==> src/design/bucketed_hash_table_core_macros.svh <==
`ifndef BUCKETED_HASH_TABLE_CORE_MACROS_SVH
`define BUCKETED_HASH_TABLE_CORE_MACROS_SVH

// Checks that the consequent holds in the same cycle as the antecedent.
`define BHT_ASSERT_IMPLY(label, clk, rst, ante, cons) \
   label: assert property (@(posedge clk) disable iff (rst) (ante) |-> (cons)) \
      else $error("bht: same-cycle check failed");

// Checks that the consequent holds in the cycle after the antecedent.
`define BHT_ASSERT_NEXT(label, clk, rst, ante, cons) \
   label: assert property (@(posedge clk) disable iff (rst) (ante) |=> (cons)) \
      else $error("bht: next-cycle check failed");

`endif

==> src/design/bht_pkg.sv <==
package bht_pkg;

   localparam int BUCKETS  = 10;
   localparam int DEPTH    = 8;
   localparam int VAL_W    = 31;
   localparam int PROBES_W = 4;

   localparam int BKT_W  = (BUCKETS > 1) ? $clog2(BUCKETS) : 1;
   localparam int FILL_W = $clog2(DEPTH + 1);
   localparam int ADDR_W = (BUCKETS * DEPTH > 1) ? $clog2(BUCKETS * DEPTH) : 1;

   // The bucket index comes from a multiply by the scaled reciprocal of the
   // bucket count, exact for every value of VAL_W bits, then one subtract.
   localparam int              RECIP_SHIFT = VAL_W + $clog2(BUCKETS);
   localparam longint unsigned RECIP       =
      ((64'd1 << RECIP_SHIFT) + 64'(BUCKETS - 1)) / 64'(BUCKETS);
   localparam int              PROD_W      = 2 * VAL_W + 1;
   localparam int              STEPS       = 2;
   localparam int              STEP_W      = 1;

   // Work queue between the front and back ends; the depth is a power of two.
   localparam int QDEPTH = 2;
   localparam int QPTR_W = 1;
   localparam int QCNT_W = 2;

   typedef enum logic [0:0] {
      CMD_INSERT = 1'b0,
      CMD_SEARCH = 1'b1
   } cmd_type;

   typedef enum logic [1:0] {
      STATUS_INSERTED  = 2'd0,
      STATUS_FOUND     = 2'd1,
      STATUS_NOT_FOUND = 2'd2,
      STATUS_FULL      = 2'd3
   } status_type;

   typedef struct packed {
      cmd_type          cmd;
      logic [VAL_W-1:0] value;
   } req_type;

   typedef struct packed {
      status_type          status;
      logic [PROBES_W-1:0] probes;
   } rsp_type;

   typedef struct packed {
      cmd_type          cmd;
      logic [VAL_W-1:0] value;
      logic [BKT_W-1:0] bucket;
   } work_type;

   typedef struct packed {
      logic clearing;
      logic busy;
   } back_stat_type;

   typedef enum logic [1:0] {
      FRONT_IDLE,
      FRONT_DIVIDE,
      FRONT_HAND
   } front_state_type;

   typedef enum logic [1:0] {
      BACK_CLEAR,
      BACK_IDLE,
      BACK_FILL,
      BACK_SCAN
   } back_state_type;

endpackage

==> src/design/bht_queue.sv <==
module bht_queue import bht_pkg::*; (
   input  logic     clock,
   input  logic     reset,
   input  logic     push,
   output logic     full,
   input  work_type push_data,
   input  logic     pop,
   output logic     empty,
   output work_type pop_data
);

   work_type          slots_ff [QDEPTH];
   logic [QPTR_W-1:0] wr_ff, wr_in;
   logic [QPTR_W-1:0] rd_ff, rd_in;
   logic [QCNT_W-1:0] count_ff, count_in;
   logic              do_push, do_pop;

   assign full     = (count_ff == QCNT_W'(QDEPTH));
   assign empty    = (count_ff == '0);
   assign pop_data = slots_ff[rd_ff];
   assign do_push  = push && !full;
   assign do_pop   = pop && !empty;

   always_comb begin
      wr_in    = do_push ? wr_ff + QPTR_W'(1) : wr_ff;
      rd_in    = do_pop ? rd_ff + QPTR_W'(1) : rd_ff;
      count_in = count_ff + QCNT_W'(do_push) - QCNT_W'(do_pop);
   end

   always_ff @(posedge clock) begin
      if (reset) begin
         wr_ff    <= '0;
         rd_ff    <= '0;
         count_ff <= '0;
      end else begin
         wr_ff    <= wr_in;
         rd_ff    <= rd_in;
         count_ff <= count_in;
      end
   end

   always_ff @(posedge clock) begin
      if (do_push) begin
         slots_ff[wr_ff] <= push_data;
      end
   end

endmodule

==> src/design/bht_front.sv <==
module bht_front import bht_pkg::*; (
   input  logic     clock,
   input  logic     reset,
   input  logic     req_push,
   output logic     req_full,
   input  req_type  req_data,
   output logic     hand_push,
   input  logic     hand_full,
   output work_type hand_data
);

   front_state_type   state_ff, state_in;
   logic [STEP_W-1:0] step_ff, step_in;
   logic [VAL_W-1:0]  quot_ff, quot_in;
   logic [BKT_W-1:0]  rem_ff, rem_in;
   req_type           item_ff, item_in;
   logic              accept, advance;
   logic [PROD_W-1:0] product;
   logic [VAL_W-1:0]  quot_back;
   logic [VAL_W-1:0]  diff;

   // Next state.
   always_comb begin
      state_in = state_ff;
      unique case (state_ff)
         FRONT_IDLE: begin
            if (req_push) state_in = FRONT_DIVIDE;
         end
         FRONT_DIVIDE: begin
            if (step_ff == STEP_W'(STEPS - 1)) state_in = FRONT_HAND;
         end
         FRONT_HAND: begin
            if (!hand_full) state_in = FRONT_IDLE;
         end
         default: state_in = FRONT_IDLE;
      endcase
   end

   // Outputs.
   always_comb begin
      req_full  = (state_ff != FRONT_IDLE);
      hand_push = (state_ff == FRONT_HAND);
      accept    = (state_ff == FRONT_IDLE) && req_push;
      advance   = (state_ff == FRONT_DIVIDE);
   end

   // The quotient comes from the scaled reciprocal in the first step, and the
   // remainder from one constant multiply and subtract in the second.
   always_comb begin
      product   = PROD_W'(item_ff.value) * PROD_W'(RECIP);
      quot_back = quot_ff * VAL_W'(BUCKETS);
      diff      = item_ff.value - quot_back;
   end

   always_comb begin
      item_in = item_ff;
      quot_in = quot_ff;
      rem_in  = rem_ff;
      step_in = step_ff;
      if (accept) begin
         item_in = req_data;
         step_in = '0;
      end else if (advance) begin
         step_in = step_ff + STEP_W'(1);
         if (step_ff == '0) begin
            quot_in = VAL_W'(product >> RECIP_SHIFT);
         end else begin
            rem_in = diff[BKT_W-1:0];
         end
      end
   end

   assign hand_data = '{cmd: item_ff.cmd, value: item_ff.value, bucket: rem_ff};

   always_ff @(posedge clock) begin
      if (reset) begin
         state_ff <= FRONT_IDLE;
      end else begin
         state_ff <= state_in;
      end
   end

   always_ff @(posedge clock) begin
      item_ff <= item_in;
      quot_ff <= quot_in;
      rem_ff  <= rem_in;
      step_ff <= step_in;
   end

endmodule

==> src/design/bht_back.sv <==
module bht_back import bht_pkg::*; (
   input  logic          clock,
   input  logic          reset,
   input  logic          work_empty,
   output logic          work_pop,
   input  work_type      work_data,
   output logic          rsp_empty,
   input  logic          rsp_pop,
   output rsp_type       rsp_data,
   output back_stat_type stat
);

   logic [VAL_W-1:0]  entry_mem [BUCKETS * DEPTH];
   logic [FILL_W-1:0] fill_mem  [BUCKETS];

   back_state_type    state_ff, state_in;
   logic [BKT_W-1:0]  clr_ff, clr_in;
   work_type          item_ff;
   logic [ADDR_W-1:0] base_ff;
   logic [FILL_W-1:0] fill_ff;
   logic [FILL_W-1:0] slot_ff;
   logic              rsp_valid_ff, rsp_valid_in;
   rsp_type           rsp_ff;

   logic [BKT_W-1:0]  fill_rd_addr, fill_wr_addr;
   logic [FILL_W-1:0] fill_rd_data, fill_wr_data;
   logic              fill_we;
   logic [ADDR_W-1:0] entry_rd_addr, entry_wr_addr;
   logic [VAL_W-1:0]  entry_rd_data;
   logic              entry_we;

   logic              start, done;
   rsp_type           result;
   logic [FILL_W-1:0] slot_next;
   logic              hit, last, fill_full, fill_zero;

   assign slot_next = slot_ff + FILL_W'(1);
   assign hit       = (entry_rd_data == item_ff.value);
   assign last      = (slot_next == fill_ff);
   assign fill_full = (fill_rd_data == FILL_W'(DEPTH));
   assign fill_zero = (fill_rd_data == '0);

   // Next state.
   always_comb begin
      state_in = state_ff;
      unique case (state_ff)
         BACK_CLEAR: begin
            if (clr_ff == BKT_W'(BUCKETS - 1)) state_in = BACK_IDLE;
         end
         BACK_IDLE: begin
            if (start) state_in = BACK_FILL;
         end
         BACK_FILL: begin
            if (item_ff.cmd == CMD_SEARCH && !fill_zero) state_in = BACK_SCAN;
            else state_in = BACK_IDLE;
         end
         BACK_SCAN: begin
            if (hit || last) state_in = BACK_IDLE;
         end
         default: state_in = BACK_IDLE;
      endcase
   end

   // Outputs.
   always_comb begin
      start         = (state_ff == BACK_IDLE) && !work_empty && (!rsp_valid_ff || rsp_pop);
      work_pop      = start;
      fill_rd_addr  = work_data.bucket;
      fill_we       = 1'b0;
      fill_wr_addr  = item_ff.bucket;
      fill_wr_data  = fill_rd_data + FILL_W'(1);
      entry_we      = 1'b0;
      entry_wr_addr = base_ff + ADDR_W'(fill_rd_data);
      entry_rd_addr = base_ff;
      done          = 1'b0;
      result        = '{status: STATUS_INSERTED, probes: '0};
      clr_in        = clr_ff;
      unique case (state_ff)
         BACK_CLEAR: begin
            fill_we      = 1'b1;
            fill_wr_addr = clr_ff;
            fill_wr_data = '0;
            clr_in       = clr_ff + BKT_W'(1);
         end
         BACK_FILL: begin
            if (item_ff.cmd == CMD_INSERT) begin
               done = 1'b1;
               if (fill_full) begin
                  result.status = STATUS_FULL;
               end else begin
                  entry_we = 1'b1;
                  fill_we  = 1'b1;
               end
            end else if (fill_zero) begin
               done          = 1'b1;
               result.status = STATUS_NOT_FOUND;
            end
         end
         BACK_SCAN: begin
            entry_rd_addr = base_ff + ADDR_W'(slot_next);
            result.probes = PROBES_W'(slot_next);
            if (hit) begin
               done          = 1'b1;
               result.status = STATUS_FOUND;
            end else if (last) begin
               done          = 1'b1;
               result.status = STATUS_NOT_FOUND;
            end
         end
         default: begin
         end
      endcase
   end

   always_comb begin
      rsp_valid_in = rsp_valid_ff;
      if (done) rsp_valid_in = 1'b1;
      else if (rsp_pop) rsp_valid_in = 1'b0;
   end

   assign rsp_empty      = !rsp_valid_ff;
   assign rsp_data       = rsp_ff;
   assign stat.clearing  = (state_ff == BACK_CLEAR);
   assign stat.busy      = (state_ff == BACK_FILL) || (state_ff == BACK_SCAN);

   always_ff @(posedge clock) begin
      if (reset) begin
         state_ff     <= BACK_CLEAR;
         clr_ff       <= '0;
         rsp_valid_ff <= 1'b0;
      end else begin
         state_ff     <= state_in;
         clr_ff       <= clr_in;
         rsp_valid_ff <= rsp_valid_in;
      end
   end

   always_ff @(posedge clock) begin
      if (start) begin
         item_ff <= work_data;
         base_ff <= ADDR_W'(work_data.bucket) * ADDR_W'(DEPTH);
      end
      if (state_ff == BACK_FILL) begin
         fill_ff <= fill_rd_data;
         slot_ff <= '0;
      end else if (state_ff == BACK_SCAN) begin
         slot_ff <= slot_next;
      end
      if (done) begin
         rsp_ff <= result;
      end
   end

   always_ff @(posedge clock) begin
      if (fill_we) begin
         fill_mem[fill_wr_addr] <= fill_wr_data;
      end
      fill_rd_data <= fill_mem[fill_rd_addr];
   end

   always_ff @(posedge clock) begin
      if (entry_we) begin
         entry_mem[entry_wr_addr] <= item_ff.value;
      end
      entry_rd_data <= entry_mem[entry_rd_addr];
   end

endmodule

==> src/design/bucketed_hash_table_core.sv <==
// Chained hash table of BUCKETS buckets, each holding up to DEPTH values in
// arrival order. A value lands in bucket value modulo BUCKETS.
// Request channel: a beat is taken when req_push is high and req_full is low;
// it carries an insert or a search of one 31-bit value. Response channel: the
// oldest response sits on rsp_data while rsp_empty is low and is taken when
// rsp_pop is high. Every request gives exactly one response, in order.
// The front end finds the bucket by a multiply by the reciprocal of BUCKETS,
// then one subtract, and then hands the work to a two-entry queue. The back
// end takes it and reads the fill count, then decides, and then compares the
// entries in turn (up to DEPTH) from the synchronous entry memory. The front
// end takes no new beat until it has handed the last one to the queue; a
// search holds the back end until its compares end, so long searches limit
// the rate.
// After reset the fill counters are cleared by a pass over all BUCKETS
// counters during which req_full stays high. A stalled receiver holds the
// response in its register; the back end then waits, while the queue and
// front end keep taking beats until they fill.
`include "bucketed_hash_table_core_macros.svh"

module bucketed_hash_table_core import bht_pkg::*; (
   input  logic    clock,
   input  logic    reset,
   input  logic    req_push,
   output logic    req_full,
   input  req_type req_data,
   output logic    rsp_empty,
   input  logic    rsp_pop,
   output rsp_type rsp_data
);

   logic          front_full;
   logic          hand_push, hand_full;
   work_type      hand_data;
   logic          work_pop, work_empty;
   work_type      work_data;
   back_stat_type back_stat;
   logic          front_push;
   logic          rsp_insert_like, rsp_hit;

   // No beat is taken while the fill counters are being cleared.
   assign front_push = req_push && !back_stat.clearing;
   assign req_full   = front_full || back_stat.clearing;

   bht_front u_front (
      .clock     (clock),
      .reset     (reset),
      .req_push  (front_push),
      .req_full  (front_full),
      .req_data  (req_data),
      .hand_push (hand_push),
      .hand_full (hand_full),
      .hand_data (hand_data)
   );

   bht_queue u_queue (
      .clock     (clock),
      .reset     (reset),
      .push      (hand_push),
      .full      (hand_full),
      .push_data (hand_data),
      .pop       (work_pop),
      .empty     (work_empty),
      .pop_data  (work_data)
   );

   bht_back u_back (
      .clock      (clock),
      .reset      (reset),
      .work_empty (work_empty),
      .work_pop   (work_pop),
      .work_data  (work_data),
      .rsp_empty  (rsp_empty),
      .rsp_pop    (rsp_pop),
      .rsp_data   (rsp_data),
      .stat       (back_stat)
   );

   assign rsp_insert_like = !rsp_empty && (rsp_data.status == STATUS_INSERTED ||
                                           rsp_data.status == STATUS_FULL);
   assign rsp_hit         = !rsp_empty && (rsp_data.status == STATUS_FOUND);

   // Inserts never report a compare count.
   `BHT_ASSERT_IMPLY(a_insert_no_probes, clock, reset, rsp_insert_like, rsp_data.probes == '0)
   // A hit always means at least one entry was compared.
   `BHT_ASSERT_IMPLY(a_found_has_probes, clock, reset, rsp_hit, rsp_data.probes != '0)
   // Taking work from the queue always starts the back end on it.
   `BHT_ASSERT_NEXT(a_pop_starts_back, clock, reset, work_pop && !work_empty, back_stat.busy)
   // A response only appears straight out of a busy back end.
   `BHT_ASSERT_IMPLY(a_rsp_from_back, clock, reset, $rose(!rsp_empty), $past(back_stat.busy))

endmodule
==> config.mk <==
export PLATFORM = sky130hd
export DESIGN_NAME = bucketed_hash_table_core
export DESIGN_NICKNAME = d
export VERILOG_FILES = /design/src/design/bht_pkg.sv /design/src/design/bht_queue.sv /design/src/design/bht_front.sv /design/src/design/bht_back.sv /design/src/design/bucketed_hash_table_core.sv
export VERILOG_INCLUDE_DIRS = /design/src /design/src/design
export SDC_FILE = /design/constraint.sdc
export NUM_CORES = 2
export LEC_CHECK = 0
export ABC_AREA = 1
export BUFFER_PORTS_ARGS = -buffer_cell sky130_fd_sc_hd__buf_2
export CAP_MARGIN = 20
export CORE_AREA = 2 2 594 596
export CTS_BUF_LIST = sky130_fd_sc_hd__clkbuf_16
export CTS_CLUSTER_SIZE = 40
export DETAILED_ROUTE_END_ITERATION = 16
export DIE_AREA = 0 0 596 598
export GPL_ROUTABILITY_DRIVEN = 0
export HOLD_SLACK_MARGIN = 0.15
export SYNTH_ARGS = -nofsm -noshare
export SYNTH_HDL_FRONTEND = slang
export SYNTH_SLANG_ARGS = --single-unit
==> constraint.sdc <==
create_clock -name clock -period 13.6 [get_ports clock]
set_input_delay 0 -clock clock [delete_from_list [all_inputs] [get_ports clock]]
set_output_delay 0 -clock clock [all_outputs]
set_load 0.01 [all_outputs]
==> impl_metrics.yaml <==
floorplan:
  die_h_um: 598
  core-area_um2: 351000
  row_count: 218
  io_pins: 44
  die_area_um2: 356000
  die_w_um: 596
  start_util_pct: 34.8
clocking:
  cts_max_level: 5
  clock_latency_ns: 0.93
  cts_buffers: 297
  clk_path_buf_depth: 4
  post_cts_resized: 0
  cts_sinks: 2731
  cts_tree: "built"
  clk_pin_slew_ns: 0.05
  cts_root_buffer: "clkbuf_16"
critical_path:
  cp_max_fo: 7
  worstSetupEndpointType: "flop"
  start_kind: "flop"
  arrival_ns: 7.01
  path_class: "reg -> reg"
  cp_data_required_time_ns: 14.22
drt:
  first_pass_iters: 5
  via_count: 79800
  wl_per_cell_um: 21.4
  drc: 0
  wl_mm: 344
  viasPerCell: 4.95
  initialDrtViolationCount: 9115
  antenna_left: 0
timing:
  finalSetupViolCount: 0
  setup_tns_ns: 0
  slew_viol_final: 0
  hold_viol: 0
  skew_ns: 0.0928
  setup_slack_ns: 7.21
  fmax_mhz: 156
  rsz0062_at_grt: "no"
  worst_pin_slew_ns: 1.20
  min_period_over_period_pct: 47.0
  period_needed_ns: 6.39
  relSlewSlack_pct: 20.0
placement:
  dpl_worst_slack_ns: 7.18
  port_buffers: 43
  hpwl_mm: 188
  placed_area_um2: 128000
power_and_ir_drop:
  power.leakage_nw: 55.5
  power_frac_comb_pct: 51.3
  p_total_w: 0.0356
  p_seq_share_pct: 26.9
  p_sw_w: 0.0144
  power_frac_clock_pct: 21.9
  intPower_w: 0.0212
  netSwitchingFraction_pct: 40.4
  powerDensity_nw_per_um2: 258
  vdd_ir_drop_max_mv: 3.07
global_route:
  track_usage_pct: 18.9
  grt_pass1_wl_mm: 504
  grt.met1_usage_pct: 26.1
  grt_max_degree: 170
  overflow: 0
  grt_busiest_layer: "met2"
  grt_pass1_vias: 75000
  use_met2_pct: 29.9
  antenna_found_initial: 7
  grt_util_met3_pct: 2.44
yosys:
  synth_xor_area_share_pct: 0.416
  syn_avg_cell_area_um2: 10.9
  synth-simple-area-share_pct: 17.5
  yosysTopAreaCell: "edfxtp_1"
  synth_area_leaders: "edfxtp_1, nand2_1, nand3_1"
  yosysSeqAreaShare_pct: 66.7
  synth_area_um2: 122000
  ys_types: 40
  synth-adder-area-share_pct: 4.94
  ys.warnings.count: 0
  postSynthCellCount: 11200
  synth-compound-area-share_pct: 2.64
  yosys-mux-area-fraction_pct: 0
  synth_top_area_share_pct: 65.8
  ys_ff_latch: 2731
  synth_top_family_by_area: "simple AND/OR/NAND/NOR gates"
  syn_nets: 11600
cells_and_area:
  syn_to_final_growth_pct: 13.1
  final_common_cell: "nand2_1"
  final_cell_mix: "nand2_1, edfxtp_1, inv_1, nand3_1, clkbuf_16"
  nFillCells: 33200
  drive_above_1_share_pct: 7.02
  nNetsFinal: 11700
  final_util_pct: 39.4
  fin_area_um2: 138000
outcome:
  status: "completed"
flow_run:
  drv_cap: 0
min_path:
  hold_class: "in -> reg"
## routing by layer
layer / routed length, um / vias to the layer above
li1: - / 37200
met1: 145000 / 38800
met2: 156000 / 3180
met3: 27400 / 559
met4: 15900 / 0
met5: 0 / -
## final timing paths
| path | slack (ns) | to | cells after the start | from |
|---|---|---|---|---|
| setup / recovery | 7.21 | u_front.quot_ff[2] | 22 | u_front.hand_data[11] |
| setup reg to reg | 7.21 | u_front.quot_ff[2] | 22 | u_front.hand_data[11] |
| hold / removal | 0.19 | u_front.hand_data[7] | 4 | req_push |
| hold reg to reg | 0.45 | u_queue.slots_ff[1][1] | 0 | u_front.rem_ff[1] |
## synthesized netlist by cell type (all sizes together)
master / number
o22ai: 159
a21oi: 118
a211oi: 2
a41oi: 2
nand2: 2962
o31ai: 20
o21a: 1
o211ai: 24
clkinv: 1
a21o: 6
o221ai: 1
nand4: 6
or2: 44
dfxtp: 54
and3: 1
xor2: 21
o311ai: 2
nor3: 15
edfxtp: 2677
ha: 204
nor2: 246
nand3: 1773
inv: 1832
buf: 439
fa: 174
nand3b: 1
xnor2: 37
o21ai: 236
clkbuf: 119
o21bai: 1
a31oi: 2
## worst max-delay path: stages, from the launching register on
cell and delay [ns]:
edfxtp_1 0.51, ha_1 0.36, inv_1 0.06, fa_1 0.52, inv_1 0.11, fa_1 0.55, inv_1 0.13, fa_1 0.50
fa_1 0.53, inv_1 0.05, fa_1 0.45, fa_1 0.50, inv_1 0.05, fa_1 0.48, inv_1 0.04, ha_1 0.30
nand3_1 0.14, nor3_1 0.28, nand2_1 0.13, nor2_1 0.19, nand4_1 0.13, nand3_1 0.11, nand2_1 0.05
## state kept, by name, indices dropped and copies added, names as in the netlist, 3 cells and up, named ones only
signal and cells:
u_back.fill_mem 40, u_back.clr_ff 4, u_back.fill_rd_data 4, u_back.fill_ff 4, u_back.rsp_data 6, u_back.item_ff 36
u_front.quot_ff 3, u_front.hand_data 32, u_back.slot_ff 4, u_back.entry_rd_data 31, u_front.rem_ff 4, u_back.entry_mem 2480
u_queue.slots_ff 72
## kinds of logic (layout without fill, tap and decap cells)
kind of cell               after synthesis  count (layout)
and+or+nand+nor                       5048            5048
DFF                                   2731            2731
buffers and inverters                 2391            2700
AOI/OAI and AO/OA                      574             574
adders and majority gates              378             378
xor gates and xnor gates                58              58
other                                    0               3
## through the flow
step	hold slack [ns]	cells
finish	0.192	16100
global route	0.237	16100
CTS	0.152	16100
detailed placement	0.179	15500
global placement	0.178	15500
floorplan	0.0712	11200
## what timing repair did
action | CTS | global route
endpoints found under the hold margin | 96 | 0
setup buffers | 0 | 0
hold buffers | 69 | 0
## final cells by class
type | count | area, um2 | area share [%]
antenna | 3 | 7.51 | 0.00543
sequential | 2731 | 81500 | 59.0
inverter | 1833 | 6910 | 5.00
tap | 4620 | 5780 | 4.18
clock inverter | 229 | 1750 | 1.26
clock buffer | 305 | 7630 | 5.52
multi-input combinational | 6058 | 31800 | 23.0
timing repair buffer | 333 | 2780 | 2.01
## power by group through the flow
stage | combinational [W] | clock, W | sequential, W
CTS | 0.0184 | 0.00789 | 0.00956
detailed placement | 0.0182 | 0 | 0.00974
global route | 0.0214 | 0.00820 | 0.00957
floorplan | 0.0141 | 0 | 0.00973
global placement | 0.0184 | 0 | 0.00973
finish | 0.0182 | 0.00778 | 0.00956
No activity file was read; power rests on OpenSTA's default activity.
